### src/rtl/bde_pkg.sv
// Shared types and constants for the button debounce and event detector.
// Used by bde_step and button_debounce_event_detector_core; no dependencies.
package bde_pkg;

  localparam int TIME_BITS   = 24;
  localparam int WINDOW_BITS = 16;
  localparam int COUNT_BITS  = 8;

  localparam int DEB_W   = 16;
  localparam int REP_W   = 24;
  localparam int CFG_W   = 24;
  localparam int EVENT_W = 3;
  localparam int CLICK_W = 8;
  localparam int HOLD_W  = 24;

  localparam logic [63:0] WIN_MAX = (64'd1 << WINDOW_BITS) - 64'd1;

  localparam logic [DEB_W-1:0] DEB_RESET = DEB_W'(50);
  localparam logic [REP_W-1:0] REP_RESET = REP_W'(500);

  typedef enum logic [1:0] {
    REG_SWITCH_MODE    = 2'd0,
    REG_IDLE_HIGH      = 2'd1,
    REG_DEBOUNCE_TICKS = 2'd2,
    REG_REPEAT_TICKS   = 2'd3
  } reg_idx_t;

  typedef enum logic [EVENT_W-1:0] {
    EV_NONE     = 3'd0,
    EV_CHANGED  = 3'd1,
    EV_PRESSED  = 3'd2,
    EV_RELEASED = 3'd3,
    EV_FINISHED = 3'd4
  } event_t;

  typedef struct packed {
    logic             switch_mode;
    logic             idle_high;
    logic [DEB_W-1:0] debounce_ticks;
    logic [REP_W-1:0] repeat_ticks;
  } cfg_t;

  typedef struct packed {
    logic                   stable_level;
    logic                   primed;
    logic                   in_window;
    logic                   target_level;
    logic [WINDOW_BITS-1:0] window_count;
    logic [WINDOW_BITS-1:0] ones_seen;
    logic [WINDOW_BITS-1:0] zeros_seen;
    logic [TIME_BITS-1:0]   elapsed;
    logic                   settled_ready;
    logic                   restart_count;
    logic [COUNT_BITS-1:0]  burst_count;
    logic [TIME_BITS-1:0]   last_hold;
  } state_t;

  typedef struct packed {
    event_t             event_code;
    logic [CLICK_W-1:0] click_total;
    logic [HOLD_W-1:0]  hold_length;
  } result_t;

  localparam state_t STATE_RESET = '{
    stable_level:  1'b0,
    primed:        1'b0,
    in_window:     1'b0,
    target_level:  1'b0,
    window_count:  '0,
    ones_seen:     '0,
    zeros_seen:    '0,
    elapsed:       '0,
    settled_ready: 1'b0,
    restart_count: 1'b1,
    burst_count:   '0,
    last_hold:     '0
  };

endpackage

### src/rtl/bde_step.sv
// Next-state and result logic for one pin sample of the debouncer.
// Depends on bde_pkg for the state, configuration and result types.
module bde_step import bde_pkg::*; (
  input  cfg_t    cfg,
  input  state_t  st,
  input  logic    pin,
  output state_t  st_nxt,
  output result_t res
);

  logic [WINDOW_BITS-1:0] limit;
  logic                   ok;
  logic                   quiet;
  event_t                 ev;

  always_comb begin
    if (64'(cfg.debounce_ticks) < WIN_MAX) begin
      limit = WINDOW_BITS'(cfg.debounce_ticks);
    end else begin
      limit = WIN_MAX[WINDOW_BITS-1:0];
    end
  end

  always_comb begin
    st_nxt = st;
    ev     = EV_NONE;
    ok     = 1'b0;
    quiet  = 1'b0;

    if (!(&st.elapsed)) begin
      st_nxt.elapsed = st.elapsed + TIME_BITS'(1);
    end

    if (!st.primed) begin
      st_nxt.stable_level = cfg.switch_mode ? pin : cfg.idle_high;
      st_nxt.primed       = 1'b1;
    end else begin
      if (st.in_window) begin
        if (st.window_count < limit) begin
          if (pin) begin
            st_nxt.ones_seen = st.ones_seen + WINDOW_BITS'(1);
          end else begin
            st_nxt.zeros_seen = st.zeros_seen + WINDOW_BITS'(1);
          end
          st_nxt.window_count = st.window_count + WINDOW_BITS'(1);
        end else begin
          ok = st.target_level ? ((st.ones_seen > st.zeros_seen) && pin)
                               : ((st.zeros_seen > st.ones_seen) && !pin);
          st_nxt.in_window = 1'b0;
          if (ok) begin
            st_nxt.stable_level = st.target_level;
            if (cfg.switch_mode || (st.target_level != cfg.idle_high)) begin
              if (st.restart_count) begin
                st_nxt.burst_count   = COUNT_BITS'(1);
                st_nxt.restart_count = 1'b0;
              end else if (!(&st.burst_count)) begin
                st_nxt.burst_count = st.burst_count + COUNT_BITS'(1);
              end
            end
            if (cfg.switch_mode) begin
              ev                   = EV_CHANGED;
              st_nxt.elapsed       = '0;
              st_nxt.settled_ready = 1'b1;
            end else if (st.target_level == cfg.idle_high) begin
              st_nxt.last_hold     = st_nxt.elapsed;
              st_nxt.settled_ready = 1'b1;
            end else begin
              ev                   = EV_PRESSED;
              st_nxt.elapsed       = '0;
              st_nxt.last_hold     = '0;
              st_nxt.settled_ready = 1'b0;
            end
          end
        end
      end else if (pin != st.stable_level) begin
        st_nxt.in_window    = 1'b1;
        st_nxt.target_level = pin;
        st_nxt.window_count = '0;
        st_nxt.ones_seen    = '0;
        st_nxt.zeros_seen   = '0;
      end

      quiet = !st_nxt.in_window && st_nxt.settled_ready &&
              (64'(st_nxt.elapsed) > 64'(cfg.repeat_ticks));
      if (quiet) begin
        st_nxt.settled_ready = 1'b0;
        st_nxt.restart_count = 1'b1;
        ev = cfg.switch_mode ? EV_FINISHED : EV_RELEASED;
      end
    end

    res.event_code  = ev;
    res.click_total = CLICK_W'(st_nxt.burst_count);
    res.hold_length = HOLD_W'(st_nxt.last_hold);
  end

endmodule

### src/rtl/button_debounce_event_detector_core.sv
// Button debounce and event detector, top level: input register, step logic, result register.
// Path: an accepted sample goes into the input register, then via bde_step into res_r.
// Throughput: one sample per cycle unless out_stall holds; one bde_step pass per update.
// Reset: synchronous, active low; clears state, valid flags and loads register defaults.
// Depends on bde_pkg and bde_step.
module button_debounce_event_detector_core import bde_pkg::*; (
  input  logic               clk,
  input  logic               rst_n,
  input  logic               cfg_we,
  input  logic [1:0]         cfg_index,
  input  logic [CFG_W-1:0]   cfg_wdata,
  input  logic               in_valid,
  output logic               in_stall,
  input  logic               in_pin_level,
  output logic               out_valid,
  input  logic               out_stall,
  output logic [EVENT_W-1:0] out_event_code,
  output logic [CLICK_W-1:0] out_click_total,
  output logic [HOLD_W-1:0]  out_hold_length
);

  cfg_t    cfg_r;
  state_t  state_r;
  state_t  state_nxt;
  result_t res_nxt;
  result_t res_r;
  logic    in_vld_r;
  logic    in_pin_r;
  logic    out_vld_r;
  logic    out_free;
  logic    advance;

  assign out_free = !out_vld_r || !out_stall;
  assign advance  = in_vld_r && out_free;
  assign in_stall = in_vld_r && !out_free;

  always_ff @(posedge clk) begin
    if (!rst_n) begin
      cfg_r.switch_mode    <= 1'b0;
      cfg_r.idle_high      <= 1'b0;
      cfg_r.debounce_ticks <= DEB_RESET;
      cfg_r.repeat_ticks   <= REP_RESET;
    end else if (cfg_we) begin
      case (reg_idx_t'(cfg_index))
        REG_SWITCH_MODE:    cfg_r.switch_mode    <= cfg_wdata[0];
        REG_IDLE_HIGH:      cfg_r.idle_high      <= cfg_wdata[0];
        REG_DEBOUNCE_TICKS: cfg_r.debounce_ticks <= cfg_wdata[DEB_W-1:0];
        REG_REPEAT_TICKS:   cfg_r.repeat_ticks   <= cfg_wdata[REP_W-1:0];
        default:            cfg_r                <= cfg_r;
      endcase
    end
  end

  always_ff @(posedge clk) begin
    if (!rst_n) begin
      in_vld_r <= 1'b0;
    end else if (!in_stall) begin
      in_vld_r <= in_valid;
    end
  end

  always_ff @(posedge clk) begin
    if (!in_stall && in_valid) begin
      in_pin_r <= in_pin_level;
    end
  end

  bde_step u_step (
    .cfg    (cfg_r),
    .st     (state_r),
    .pin    (in_pin_r),
    .st_nxt (state_nxt),
    .res    (res_nxt)
  );

  always_ff @(posedge clk) begin
    if (!rst_n) begin
      state_r <= STATE_RESET;
    end else if (advance) begin
      state_r <= state_nxt;
    end
  end

  always_ff @(posedge clk) begin
    if (!rst_n) begin
      out_vld_r <= 1'b0;
    end else if (out_free) begin
      out_vld_r <= in_vld_r;
    end
  end

  always_ff @(posedge clk) begin
    if (advance) begin
      res_r <= res_nxt;
    end
  end

  assign out_valid       = out_vld_r;
  assign out_event_code  = res_r.event_code;
  assign out_click_total = res_r.click_total;
  assign out_hold_length = res_r.hold_length;

`ifndef SYNTHESIS
  a_window_needs_prime: assert property (@(posedge clk) disable iff (!rst_n)
    state_r.in_window |-> state_r.primed)
    else $error("debounce window open before first sample");

  a_press_clears_time: assert property (@(posedge clk) disable iff (!rst_n)
    advance && (res_nxt.event_code == EV_PRESSED) |=> (state_r.elapsed == '0))
    else $error("press did not clear elapsed time");

  a_click_nonzero: assert property (@(posedge clk) disable iff (!rst_n)
    out_vld_r && ((res_r.event_code == EV_CHANGED) || (res_r.event_code == EV_PRESSED))
    |-> (res_r.click_total != '0))
    else $error("click event with zero click total");
`endif

endmodule

### config.mk
export PLATFORM = sky130hd
export DESIGN_NAME = button_debounce_event_detector_core
export DESIGN_NICKNAME = d
export VERILOG_FILES = /design/src/rtl/bde_pkg.sv /design/src/rtl/bde_step.sv /design/src/rtl/button_debounce_event_detector_core.sv
export SDC_FILE = /design/constraint.sdc
export NUM_CORES = 1
export LEC_CHECK = 0
export BUFFER_PORTS_ARGS = -buffer_cell sky130_fd_sc_hd__buf_2
export CORE_MARGIN = 3
export CORE_UTILIZATION = 59
export DETAILED_ROUTE_END_ITERATION = 6
export PLACE_DENSITY = 0.77
export SLEW_MARGIN = 20
export SYNTH_ARGS = -nofsm -noshare
export SYNTH_HDL_FRONTEND = slang
export SYNTH_SLANG_ARGS = --single-unit
export TNS_END_PERCENT = 30
### constraint.sdc
create_clock -name clk -period 9.99 [get_ports clk]
set_input_delay 0 -clock clk [delete_from_list [all_inputs] [get_ports clk]]
set_output_delay 0 -clock clk [all_outputs]
set_load 0.02 [all_outputs]
==> flow_results.org, run 1 <==
** Outcome
- Run status :: complete, no violations

** Clocking
- After clock tree synthesis, the repair step resized 0 gates.
- TritonCTS built the clock tree.
- Counting along the longest clock path gives a buffer depth of 2.
- After clock tree synthesis, the clock-pin slew on the worst setup and hold paths is ~0.07 ns.
- Buffers inserted during clock tree synthesis total 17.
- In this run the clock root is driven by a sky130_fd_sc_hd__clkbuf_16.
- The H-tree generated during clock tree synthesis spans 4 levels.
- For the worst-skew pair, the clock arrives at the later sink with an insertion delay of about 0.43 ns.
- Number of sinks handled by clock tree synthesis :: 190

** Power
- In this run the static leakage power is roughly 4.3 nW.
- Net switching is 22.9% of the power.
- Power spread over the standard cell area amounts to approximately 140 mW/mm^2.
- Portion of total power attributed to combinational logic :: under 10%
- Internal power :: ~1.2 mW
- Switch Pwr :: about 360 uW
- Sequential cell fraction of total power :: between 50% and 60%
- IR analysis of the VDD net gives a maximum drop of between 0.1 and 0.15 mV.
- Per report_power, the clock group accounts for between 40% and 50% of the total.

** Routing
- Across all layers, the routed design uses 8511 vias.
- Via/cell ratio :: between 5 and 6
- In this run, the number of DRC markers left after iteration 0 of detailed routing was around 600.
- Post-DR wirelength/cell :: 15.9 um
- First-pass iteration count of the detailed router :: 5
- Routed wire length :: roughly 23000 um
- Final routed DRC violation total :: 0
- The count of nets left with antenna violations once routing finished came out at 0.

** STA
- Setup tns final :: 0 ns
- The number of max-slew violations in the final report is 0.
- On the final layout, the worst hold slack is around 0.045 ns.
- Unrepaired setup endpoints after global routing :: no
- Subtracting the final worst setup slack from the clock period gives 4.41 ns.
- The worst pin sits at a relative slew slack of 35.8%.
- Endpoints failing hold :: 0
- Final setup skew :: 0.00994 ns
- The worst path uses between 40 and 50% of the clock period.
- Slew @ Worst Pin :: 0.961 ns
- Setup violations remaining at the end of the flow were counted as 0.
- Derived from the worst setup path, the maximum achievable clock frequency is between 200 and 250 MHz.
- Setup slack closes at about 5.6 ns.

** Setup path
- Measured in cells, the most critical reg-to-reg path has a length of 16.
- Termination of the worst setup path :: out_event_code[0]
- Of all nets on the critical path, the largest fanout is 7.
- Critical path startpoint :: state_r[34]
- Signal arrival time at the worst endpoint :: 4.58 ns
- The setup check on the worst reg-to-reg path leaves a slack of between 5 and 6 ns.
- STA classifies the critical path startpoint as a flop.
- STA classifies the critical path endpoint as a flop.
- Required time worst endpoint :: between 10 and 15 ns
- The worst register-to-register path begins at state_r[34].
- Start-to-end type of the worst setup path :: flop to flop
- The endpoint identified for the worst register-to-register timing path is out_event_code[0].

** Min path
- The path class of the tightest hold or removal check is input port to flop.

** Logic synthesis
- Yosys printed 0 warnings.
- Syn Inst Count :: between 1000 and 1500
- Of all flip-flops after synthesis, the portion carrying an async set or reset was 0%.
- The netlist uses 64 different library cells.
- Proportion of synthesized chip area in sequential cells :: 41.9%
- Synthesis-stage register bit count :: 190
- Area share of xor/xnor cells in the synthesized design :: between 5 and 6%
- Post-synthesis share of cell area spent on full adders, half adders and majority gates :: between 7 and 8%
- Number of nets produced by synthesis :: roughly 1300
- Flip-flop cell with the highest count after synthesis :: sky130_fd_sc_hd__dfxtp_1
- By area, the combinational part of the netlist is dominated by simple AND/OR/NAND/NOR gates.
- Synth Area in Simple Gates :: between 20% and 30%
- Fraction of the mapped netlist area in compound gates :: 14.0%
- Average size of a mapped cell :: approximately 8.4 um^2
- After synthesis, the share of cell area in mux cells is a little under 3%.
- Counting flops with a built-in enable in the synthesized netlist gives 36.
- The cell area that synthesis handed to floorplanning was 0.00994 mm^2.

** Floorplanning
- Die Outline Area :: 0.0184 mm^2
- Starting density of the core :: roughly three fifths
- The initialized floorplan defines 46 standard-cell rows.
- Height of the die :: ~140 um
- Standard cell core area :: about 0.016 mm^2
- Die outline width :: roughly 140 um
- For this design the top-level I/O count stands at between 60 and 70.

** GRT
- Remaining global-route overflow :: 0
- The via count of the first global-routing pass was a little under 8000.
- The number of antenna violations at the first check in global routing is 0.
- Pin count of the biggest net entering global routing :: 60
- Global-route total usage across every layer :: approximately 26%
- Wire length of the first global-routing pass :: between 30000 and 40000 um

** Placement
- Area after detailed placement :: around 0.010 mm^2
- DP HPWL :: approximately 16000 um
- At the end of routability-driven placement, the weighted congestion stood at 0.912.
- In this run the tool buffered the top-level ports with between 60 and 70 buffer cells.
- Prior to clock tree synthesis, the placed netlist has a worst setup slack of approximately 5.4 ns.

** Job
- Max-cap viol count :: 0

** Finish
- Share of layout cells above drive strength 1 :: a little under an eighth
- At the end of the flow, the number of nets in the layout was 1342.
- The finished cells cover about 0.011 mm^2.
- 0 antenna diodes ended up in the layout.
- Relative to the synthesized area, the layout overhead comes to 13.5%.
-- registers in the layout (all words and copies together), names as in the netlist --
name / flops
in_pin_r: 1
out_valid: 1
out_click_total: 8
out_event_code: 3
in_vld_r: 1
state_r: 110
cfg_r: 42
out_hold_length: 24
-- final cells by class --
class	count	area, um^2
Timing Repair Buffer	105	694
Tap cell	216	270
Clock buffer	24	534
Fill cell	1258	4890
Multi-Input combinational cell	872	5300
Clock inverter	8	76.3
Sequential cell	190	4160
Inverter	64	240
-- repair_timing --
item | CTS | global route
hold buffers | 28 | 0
hold endpoints to repair | 46 | 0
setup buffers | 0 | 0
-- cell families after synthesis --
logic type	Yosys count
AOI/OAI and AO/OA	228
adders and majority gates	60
DFF	190
muxes	27
and+or+nand+nor	492
buffers and inverters	124
xor gates and xnor gates	65
-- per-layer routing --
layer	part of all wire, %	up-vias	track usage [%]	wire, um
li1	-	4253	-	-
met4	0.97	0	6.55	228
met5	0	-	0	0
met1	46	3973	36.6	10800
met3	6.1	23	4.53	1440
met2	47	262	41.4	11000
-- cell usage after synthesis, types with 12 or more instances --
cell	n	share of area [%]
sky130_fd_sc_hd__a21oi_1	92	4.6
sky130_fd_sc_hd__nand2_1	157	5.9
sky130_fd_sc_hd__and3_1	18	1.1
sky130_fd_sc_hd__inv_1	63	2.4
sky130_fd_sc_hd__xnor2_1	34	3.0
sky130_fd_sc_hd__edfxtp_1	36	11
sky130_fd_sc_hd__dfxtp_1	154	31
sky130_fd_sc_hd__ha_1	60	7.6
sky130_fd_sc_hd__nand3_1	50	2.5
sky130_fd_sc_hd__mux2_2	20	2.3
sky130_fd_sc_hd__nand4_1	30	1.9
sky130_fd_sc_hd__clkbuf_1	45	1.7
sky130_fd_sc_hd__xor2_1	31	2.7
sky130_fd_sc_hd__o21ai_0	55	2.8
sky130_fd_sc_hd__nor3_1	12	0.60
sky130_fd_sc_hd__o211ai_1	12	0.91
sky130_fd_sc_hd__nor2_1	173	6.5
sky130_fd_sc_hd__a22oi_1	14	1.1
-- critical path, cell delays in order (launching register included) --
cell                       delay [ns]
sky130_fd_sc_hd__dfxtp_1         0.42
sky130_fd_sc_hd__ha_1            0.27
sky130_fd_sc_hd__and2_1          0.26
sky130_fd_sc_hd__nand3_1         0.15
sky130_fd_sc_hd__nor3b_1         0.80
sky130_fd_sc_hd__nand4_1         0.20
sky130_fd_sc_hd__xor2_1          0.36
sky130_fd_sc_hd__nor2_1          0.12
sky130_fd_sc_hd__ha_1            0.33
sky130_fd_sc_hd__nand4_1         0.13
sky130_fd_sc_hd__nor3_1          0.23
sky130_fd_sc_hd__and2_1          0.17
sky130_fd_sc_hd__o21ai_0         0.08
sky130_fd_sc_hd__o21bai_1        0.12
sky130_fd_sc_hd__and3_1          0.26
sky130_fd_sc_hd__nand2b_1        0.15
sky130_fd_sc_hd__o22ai_1         0.10
-- power groups by stage --
stage / sequential, mW / clock (mW) / combinational, mW
after floorplan: 0.826 / 0 / 0.0515
after global placement: 0.819 / 0 / 0.0884
after detailed placement: 0.820 / 0 / 0.0899
after CTS: 0.802 / 0.698 / 0.0987
after global routing: 0.804 / 0.728 / 0.110
final: 0.802 / 0.690 / 0.0995
-- cell usage in the layout (no fill, tap or decap), types with 4 or more instances in the layout --
master | netlist | layout
sky130_fd_sc_hd__clkinv_2 | 0 | 4
sky130_fd_sc_hd__nor3_1 | 12 | 12
sky130_fd_sc_hd__nand2_1 | 157 | 156
sky130_fd_sc_hd__dfxtp_1 | 154 | 154
sky130_fd_sc_hd__mux2_2 | 20 | 20
sky130_fd_sc_hd__buf_4 | 3 | 8
sky130_fd_sc_hd__a21oi_1 | 92 | 92
sky130_fd_sc_hd__nand4_1 | 30 | 30
sky130_fd_sc_hd__dlygate4sd3_1 | 0 | 28
sky130_fd_sc_hd__xnor2_1 | 34 | 34
sky130_fd_sc_hd__o21ai_0 | 55 | 55
sky130_fd_sc_hd__mux2i_1 | 7 | 7
sky130_fd_sc_hd__edfxtp_1 | 36 | 36
sky130_fd_sc_hd__nor2_1 | 173 | 173
sky130_fd_sc_hd__nor4_1 | 5 | 5
sky130_fd_sc_hd__ha_1 | 60 | 60
sky130_fd_sc_hd__a21o_1 | 7 | 7
sky130_fd_sc_hd__inv_1 | 63 | 62
sky130_fd_sc_hd__and3_1 | 18 | 18
sky130_fd_sc_hd__and4_1 | 8 | 8
sky130_fd_sc_hd__nor2b_1 | 7 | 7
sky130_fd_sc_hd__or4_1 | 5 | 5
sky130_fd_sc_hd__buf_2 | 6 | 68
sky130_fd_sc_hd__a31oi_1 | 9 | 9
sky130_fd_sc_hd__o211ai_1 | 12 | 12
sky130_fd_sc_hd__xor2_1 | 31 | 30
sky130_fd_sc_hd__clkbuf_8 | 0 | 5
sky130_fd_sc_hd__or3_1 | 4 | 4
sky130_fd_sc_hd__a22oi_1 | 14 | 14
sky130_fd_sc_hd__clkbuf_16 | 0 | 19
sky130_fd_sc_hd__nand3_1 | 50 | 50
-- per-stage QoR --
stage               cells  total power, mW  util (%)
detailed placement   1418            0.910      64.1
CTS                  1478             1.60      69.7
global route         1479             1.64      69.7
floorplan            1186            0.877         -
global placement     1418            0.908      64.1
finish               1479             1.59      69.7
-- worst min-delay path by stage --
| stage | from | end | slack [ns] | cells past startpoint |
|---|---|---|---|---|
| 2_1_floorplan | in_pin_level | in_pin_r | 0.1 | 0 |
| 3_3_place_gp | in_pin_level | in_pin_r | 0.18 | 1 |
| 3_5_place_dp | in_pin_level | in_pin_r | 0.18 | 1 |
| 4_1_cts | cfg_index[0] | cfg_r[40] | 0.03 | 5 |
| 5_1_grt | cfg_index[0] | cfg_r[41] | 0.07 | 4 |
| 6_report | cfg_index[0] | cfg_r[40] | 0.04 | 5 |
Note: power is estimated with default switching activity, not from simulation.
==> inputs of run 2 (changes only) <==
- clock period: 9.99 -> 4.5 ns (I/O delays scaled with it)
==> flow_results.org, run 2 (synthesis results as in run 1) <==
** Job
- Max-cap violations in this run came to 0.

** Setup path
- Crit end category :: flop
- STA puts the critical path data required time at between 4 and 5 ns.
- The worst setup path is launched from a flop.
- Signal arrival time at the worst endpoint :: roughly 4.5 ns
- Critical path fanouts, max :: 27
- The worst setup path is of the flop to flop kind.

** Routing
- In this run the remaining antenna-violating nets after routing total 0.
- First-pass iteration count of the detailed router :: 6
- Routed vias :: ~8600
- The first routing iteration left 714 violations.
- After detailed routing, the number of remaining DRC violations is 0.
- After detailed routing, the total wire length is between 20000 and 25000 um.
- In the final routed layout, each cell accounts on average for between 15 and 20 um.
- Using the TritonRoute via totals, the vias-per-cell ratio works out to between 5 and 6.

** Clocking
- Later-pin clock latency in the skew report :: approximately 0.43 ns
- Post-CTS Setup Repair Bufs :: 0
- For this design, the sink count on the clock tree is 190.
- Clock-pin slew was measured on the worst setup and hold paths at around 0.070 ns.
- The clock passes through at most 2 buffers.
- Total CTS buffers :: 17
- Number of gates given a new drive strength after cts :: 0
- The tree is rooted in a sky130_fd_sc_hd__clkbuf_16.
- TritonCTS built the clock tree.
- Number of H-tree branching levels :: 4

** Power
- In this run the power density over the cells is 312 mW/mm^2.
- Total power of the final layout :: ~3.5 mW
- Peak ir drop on the vdd network :: about 0.36 mV
- In this run the static leakage power is between 4 and 5 nW.

** STA
- Max-Slew Margin vs Limit :: roughly 34%
- Number of max-slew violations in the final report :: 0
- The total count of hold-check failures in the final report came to 0.
- The clock arrives with between 0.007 and 0.008 ns of skew.
- Fmax :: about 240 MHz
- The worst path uses between 90% and 100% of the clock period.
- For the final routed database, the setup TNS stands at 0 ns.
- For the pin with the worst max-slew slack, the measured transition is 0.987 ns.
- Final min period :: approximately 4.2 ns
- Final setup violation count :: 0
- Unrepaired setup endpoints after global routing :: no

** Finish
- Most common cell after layout, fill and taps aside :: sky130_fd_sc_hd__nor2_1
- Finished Core Util :: 69.9%
- Total area of multi-input combinational cells :: between 0.005 and 0.006 mm^2
- Number of flip-flops under the largest register name :: 110
- The register with the most flip-flops in the final layout is state_r.
- Count of filler cells inserted in the layout :: 1306
- Share of layout cells above drive strength 1 :: between 10% and 20%
- Post-layout nets :: between 1000 and 1500
- Ant diodes :: 0
- Area occupied by registers :: approximately 0.0042 mm^2
- Area delta synth->final :: 13.8%
- The top cell types in the final layout, fill and taps aside, are sky130_fd_sc_hd__nor2_1 (173), sky130_fd_sc_hd__nand2_1 (156), sky130_fd_sc_hd__dfxtp_1 (154).

** GRT
- Via count of the first global-routing pass :: roughly 8000
- Antenna violations before repair :: 0
- Global-route total usage across every layer :: about a quarter
- After global routing the overflow that remains totals 0.
- Wire length of the first global-routing pass :: 39000 um
- Entering global routing, the biggest net connects between 50 and 60 pins.

** Floorplanning
- Standard cell core area :: 0.0162 mm^2
- Placement Rows :: 46
- Pin placement for this block handled between 60 and 70 I/O pins.
- Measured along the y axis, the die boundary spans roughly 140 um.
- Die Outline Area :: about 0.018 mm^2
- The die is 136 um wide.
- Starting density of the core :: between 60% and 70%

** Placement
- Number of port buffers :: a little under 70
- Weighted congestion reported at the end of routability-driven placement :: about 0.9
- DP HPWL :: roughly 16000 um

** Min path
- Worst hold path type :: input port to flop

** Outcome
- Run status :: complete, no violations
run 2: changes by cell type in the layout (fill, tap and decap cells not counted):
cell / change
sky130_fd_sc_hd__bufinv_16: +1
sky130_fd_sc_hd__clkinv_4: -2
sky130_fd_sc_hd__clkbuf_1: +3
sky130_fd_sc_hd__clkbuf_16: -2
sky130_fd_sc_hd__clkinv_2: -1
sky130_fd_sc_hd__dlygate4sd3_1: +1
sky130_fd_sc_hd__buf_4: +7
run 2: power breakdown:
part	switching, mW	internal [mW]
combinational	0.148	0.0762
sequential	0.0182	1.76
clock	0.633	0.893
total	0.799	2.73
run 2: repair_timing:
action / 4_1_cts / 5_1_grt
hold buffers: 29 / 0
endpoints found under the hold margin: 46 / 0
endpoints found under the setup margin: 0 / 0
run 2: final timing paths:
check	start	to	slack (ns)	cells past startpoint
max	state_r[84]	state_r[32]	0.35	18
min	cfg_we	cfg_r[40]	0.04	5
max reg2reg	state_r[84]	state_r[32]	0.35	18
min reg2reg	cfg_r[3]	cfg_r[3]	0.46	2
run 2: critical path, stage by stage (launching register included):
cell	delay (ns)
sky130_fd_sc_hd__dfxtp_1	0.39
sky130_fd_sc_hd__inv_1	0.07
sky130_fd_sc_hd__ha_1	0.29
sky130_fd_sc_hd__nand4_1	0.13
sky130_fd_sc_hd__a211o_1	0.31
sky130_fd_sc_hd__a31oi_1	0.25
sky130_fd_sc_hd__a2111oi_2	0.14
sky130_fd_sc_hd__nor4_4	0.30
sky130_fd_sc_hd__buf_4	0.31
sky130_fd_sc_hd__nor2_1	0.10
sky130_fd_sc_hd__ha_1	0.33
sky130_fd_sc_hd__nand4_1	0.13
sky130_fd_sc_hd__nor3_1	0.24
sky130_fd_sc_hd__and2_1	0.18
sky130_fd_sc_hd__o21ai_0	0.08
sky130_fd_sc_hd__o21bai_1	0.13
sky130_fd_sc_hd__and3_1	0.27
sky130_fd_sc_hd__o21ai_0	0.16
sky130_fd_sc_hd__o21ai_0	0.25
run 2: final cells by class:
| class | instances | area share (%) |
|---|---|---|
| Clock inverter | 6 | 0.741 |
| Multi-Input combinational cell | 872 | 46.9 |
| Tap cell | 216 | 2.39 |
| Timing Repair Buffer | 112 | 6.57 |
| Clock buffer | 26 | 4.50 |
| Sequential cell | 190 | 36.8 |
| Inverter | 64 | 2.12 |
run 2: through the flow:
stage	cell area, um^2	hold WS (ns)	worst slack [ns]	cells
after global placement	10400	0.177	0.553	1425
final	11300	0.0410	0.350	1486
after global routing	11300	0.0992	0.0191	1486
after detailed placement	10400	0.179	0.417	1425
after floorplan	9940	0.0989	0.587	1186
after CTS	11300	0.0247	0.399	1486
run 2: metal layers:
| layer | part of all wire, % | global-route usage (%) | up-vias |
|---|---|---|---|
| met2 | 46 | 41.4 | 250 |
| met4 | 1.9 | 8.40 | 0 |
| met1 | 47 | 37.0 | 4029 |
| li1 | - | - | 4263 |
| met5 | 0 | 0 | - |
| met3 | 5.2 | 4.57 | 33 |
==> inputs of run 3 (changes only) <==
- SKIP_CTS_REPAIR_TIMING: not set -> 1
- SYNTH_HIERARCHICAL: not set -> 1
==> flow_results.org, run 3 <==
** Outcome
- Run status :: complete, no violations

** STA
- The number of max-slew violations in the final report is 0.
- Final setup violation count :: 0
- Final min period :: 4.42 ns
- Slew @ Worst Pin :: 1.02 ns
- Unrepaired setup endpoints after global routing :: yes
- Final setup skew :: 0.0109 ns
- Fmax :: 226 MHz
- Max-Slew Margin vs Limit :: a little under a third
- Once routing completed, OpenROAD measured the worst setup slack at 0.0783 ns.
- Endpoints failing hold :: 0
- Final worst-path cycle share :: a little over nine tenths

** Floorplanning
- Height of the die :: between 100 and 150 um
- Standard cell core area :: between 0.015 and 0.02 mm^2
- Starting density of the core :: 61.1%
- I/O pin count :: between 60 and 70
- The initialized floorplan defines 51 standard-cell rows.
- The die covers approximately 0.022 mm^2.
- The floorplan step set the die width to roughly 150 um.

** Clocking
- After clock tree synthesis, the clock-pin slew on the worst setup and hold paths is around 0.080 ns.
- In this run the number of H-tree levels came out at 4.
- The number of clock buffers added by TritonCTS is 17.
- Number of sinks handled by clock tree synthesis :: 190
- Number of buffers on the longest clock path :: 2
- CTS tree :: yes
- Later-pin clock latency in the skew report :: approximately 0.44 ns
- Root Buffer Master :: sky130_fd_sc_hd__clkbuf_16

** Job
- The tool flagged a number of max-cap violations equal to 0.

** Setup path
- The worst register-to-register path has a depth of 19.
- The worst setup path is captured at a flop.
- Delay contributed by the slowest stage of the critical path :: roughly 0.55 ns
- The worst register-to-register path ends at out_event_code[0].
- Count of buffer and inverter cells on the critical path :: 3
- The setup check on the worst reg-to-reg path leaves a slack of 0.08 ns.
- Required time worst endpoint :: roughly 4.8 ns
- The worst setup path is launched from a flop.
- CP cell instances :: inv_2, ha_4, nand4_1, or4_4, o31a_4, a21oi_4, nand2_4, nor2_4, buf_6, buf_8, nor2_1, ha_1, nor2b_1, o21ai_0, a21oi_1, o221ai_2, a21oi_4, or4b_4, o311ai_4
- Cell repeated most along the worst path :: sky130_fd_sc_hd__a21oi_4
- R2r startpoint :: cfg_r[35]
- On the critical path, the stage with the largest delay is an instance of sky130_fd_sc_hd__or4_4.
- Signal arrival time at the worst endpoint :: between 4 and 5 ns
- Start-to-end type of the worst setup path :: flop to flop
- Cell family with the largest share of critical-path delay :: simple AND/OR/NAND/NOR gates
- Critical path startpoint :: cfg_r[35]
- Of all nets on the critical path, the largest fanout is 15.

** Finish
- After routing the design area is ~0.014 mm^2.
- The register with the most flip-flops in the layout has 110 of them.
- Area delta synth->final :: 11.9%
- After filler insertion, the fill cell instance count of the layout stands at roughly 1600.
- Leaving out filler cells and counting taps, the final layout contains approximately 1800.
- The post-route netlist has around 15% of its cells at a drive strength greater than 1.
- Post-layout nets :: 1600
- The library cells used most frequently in the layout, excluding fill and tap cells, are sky130_fd_sc_hd__nand2_1 (334), sky130_fd_sc_hd__mux2i_1 (151), sky130_fd_sc_hd__dfxtp_1 (146).
- More flip-flops sit in one register than any other, and that register is state_r.
- The repair_antennas step left the layout with diodes totalling 0.
- Most common cell after layout, fill and taps aside :: sky130_fd_sc_hd__nand2_1

** Power
- Portion of total power attributed to combinational logic :: approximately 9.0%
- Per report_power, the sequential group accounts for 48.9% of the total.
- Overall power consumption after layout is estimated at 3.64 mW.
- The internal portion of the total power is 2.68 mW.
- Net switching is 26.6% of the power.
- Clock network fraction of design power :: between 40% and 50%
- For this design the static power due to leakage is roughly 5.4 nW.
- For this design the total switching power over the nets is about 970 uW.
- VDD sags by at most between 0.2 and 0.3 mV.
- Power spread over the standard cell area amounts to about 270 mW/mm^2.

** GRT
- Via count of the first global-routing pass :: approximately 9100
- Pin count of the biggest net entering global routing :: around 170
- In the global route stage, overall resource usage came out at about a quarter.
- Antenna violations before repair :: 0
- The first global-routing pass estimated ~44000 um of wire.
- Remaining global-route overflow :: 0

** Min path
- Worst hold path type :: input port to flop
- Start point of the worst min-delay path :: in_pin_level
- The worst hold path was traced through 2 stages.
- For hold timing, the worst endpoint is in_pin_r.

** Placement
- OpenSTA, run right after detailed placement, puts the worst setup slack at -0.137 ns.
- The number of placed instances, taps included, is approximately 1700.
- Weighted congestion reported at the end of routability-driven placement :: just under 0.9
- Once detailed placement completed, the half-perimeter wirelength came to between 15000 and 20000 um.
- In this run the tool buffered the top-level ports with 68 buffer cells.
- Area after detailed placement :: roughly 0.012 mm^2

** Routing
- Via/cell ratio :: around 5.7
- For this block, the via count after detailed routing is ~10000.
- The first TritonRoute pass finished after 5 iterations.
- Initial drt markers :: approximately 750
- After detailed routing, the average wire length per cell comes to about 16 um.
- Final routed DRC violation total :: 0
- Count of antenna-violating nets left after detailed routing :: 0
- Routed wire length :: approximately 28000 um

** Logic synthesis
- Area share of the leading cell type in the synthesized netlist :: 25.5%
- During synthesis, Yosys emitted a total of 6 warnings.
- The cell area that synthesis handed to floorplanning was roughly 0.012 mm^2.
- In the synthesized netlist the dominant register cell turns out to be sky130_fd_sc_hd__dfxtp_1.
- Proportion of synthesized chip area in sequential cells :: between 30% and 40%
- Number of nets produced by synthesis :: 1545
- Count leader, synth :: sky130_fd_sc_hd__nand2_1
- Dividing the synthesized area by the synthesized cell count gives roughly 8.3 um^2.
- Syn Inst Count :: roughly 1500
- The synthesized design contains 36 enable-type register cells.
- The synthesized design spends more area on one cell type than any other, namely sky130_fd_sc_hd__dfxtp_1.
- Leading cell types by count after synthesis :: sky130_fd_sc_hd__nand2_1 (334), sky130_fd_sc_hd__dfxtp_1 (154), sky130_fd_sc_hd__mux2i_1 (151)
- Synthesis-stage register bit count :: between 150 and 200
- Synth unique cells :: 77
- Share of async-settable or async-resettable flops after synthesis :: 0%
- Cell types with the largest area share after synthesis :: sky130_fd_sc_hd__dfxtp_1 (26%), sky130_fd_sc_hd__mux2i_1 (13%), sky130_fd_sc_hd__nand2_1 (10%)
==> run 3: cell type report <==
cell class              count  area (um^2)  share of cell area, %
clock inverters            15          173                   1.28
repair buffers            153         1110                   8.18
flip-flops and latches    190         4170                   30.9
well taps                 265          332                   2.45
clock buffers              17          425                   3.15
multi-input cells        1070         7030                   52.0
inverters                  76          285                   2.11
==> run 3: power by group through the flow <==
stage	combinational [mW]	sequential [mW]	clock, mW
after floorplan	0.219	1.83	0
after global placement	0.285	1.82	0
after detailed placement	0.289	1.82	0
after CTS	0.292	1.78	1.55
after global routing	0.356	1.79	1.62
final	0.328	1.78	1.53
==> run 3: kinds of logic (layout without fill, tap and decap cells) <==
logic type | count (synthesis) | count (layout) | share of synthesized area [%]
AOI/OAI and AO/OA | 208 | 208 | 10.9
xor gates and xnor gates | 21 | 21 | 1.52
muxes | 177 | 177 | 15.6
and+or+nand+nor | 603 | 603 | 22.4
other | 1 | 1 | 0.0310
DFF | 190 | 190 | 34.5
buffers and inverters | 193 | 261 | 8.98
adders and majority gates | 60 | 60 | 6.21
==> run 3: worst reg2reg max path, delay by kind of cell (launching register included) <==
family,cells,cell delay [ns]
adders and majority gates,2,0.56
buffers and inverters,3,0.34
DFF,1,0.33
and+or+nand+nor,7,1.64
AOI/OAI and AO/OA,7,1.38
==> run 3: per-stage QoR <==
step	setup TNS (ns)	utilization [%]	hold slack [ns]
2_1_floorplan	0	-	0.0989
6_report	0	68.4	0.270
3_3_place_gp	0	62.3	0.177
4_1_cts	-0.438	65.4	-0.278
5_1_grt	-0.185	68.4	0.291
3_5_place_dp	-0.238	62.3	0.179
==> run 3: how the worst max path moves through the flow <==
stage	slack, ns	cells past startpoint	endpoint
final	0.08	19	out_event_code[0]
after floorplan	0.07	19	out_event_code[0]
after CTS	-0.23	20	state_r[32]
after global placement	0.10	17	out_event_code[0]
after detailed placement	-0.14	20	state_r[32]
after global routing	-0.08	21	state_r[32]
==> run 3: per-layer routing <==
layer | wire length, um | track usage (%)
met2 | 13200 | 37.4
met4 | 532 | 6.64
met5 | 0 | 0
met3 | 1410 | 3.46
met1 | 13200 | 35.1
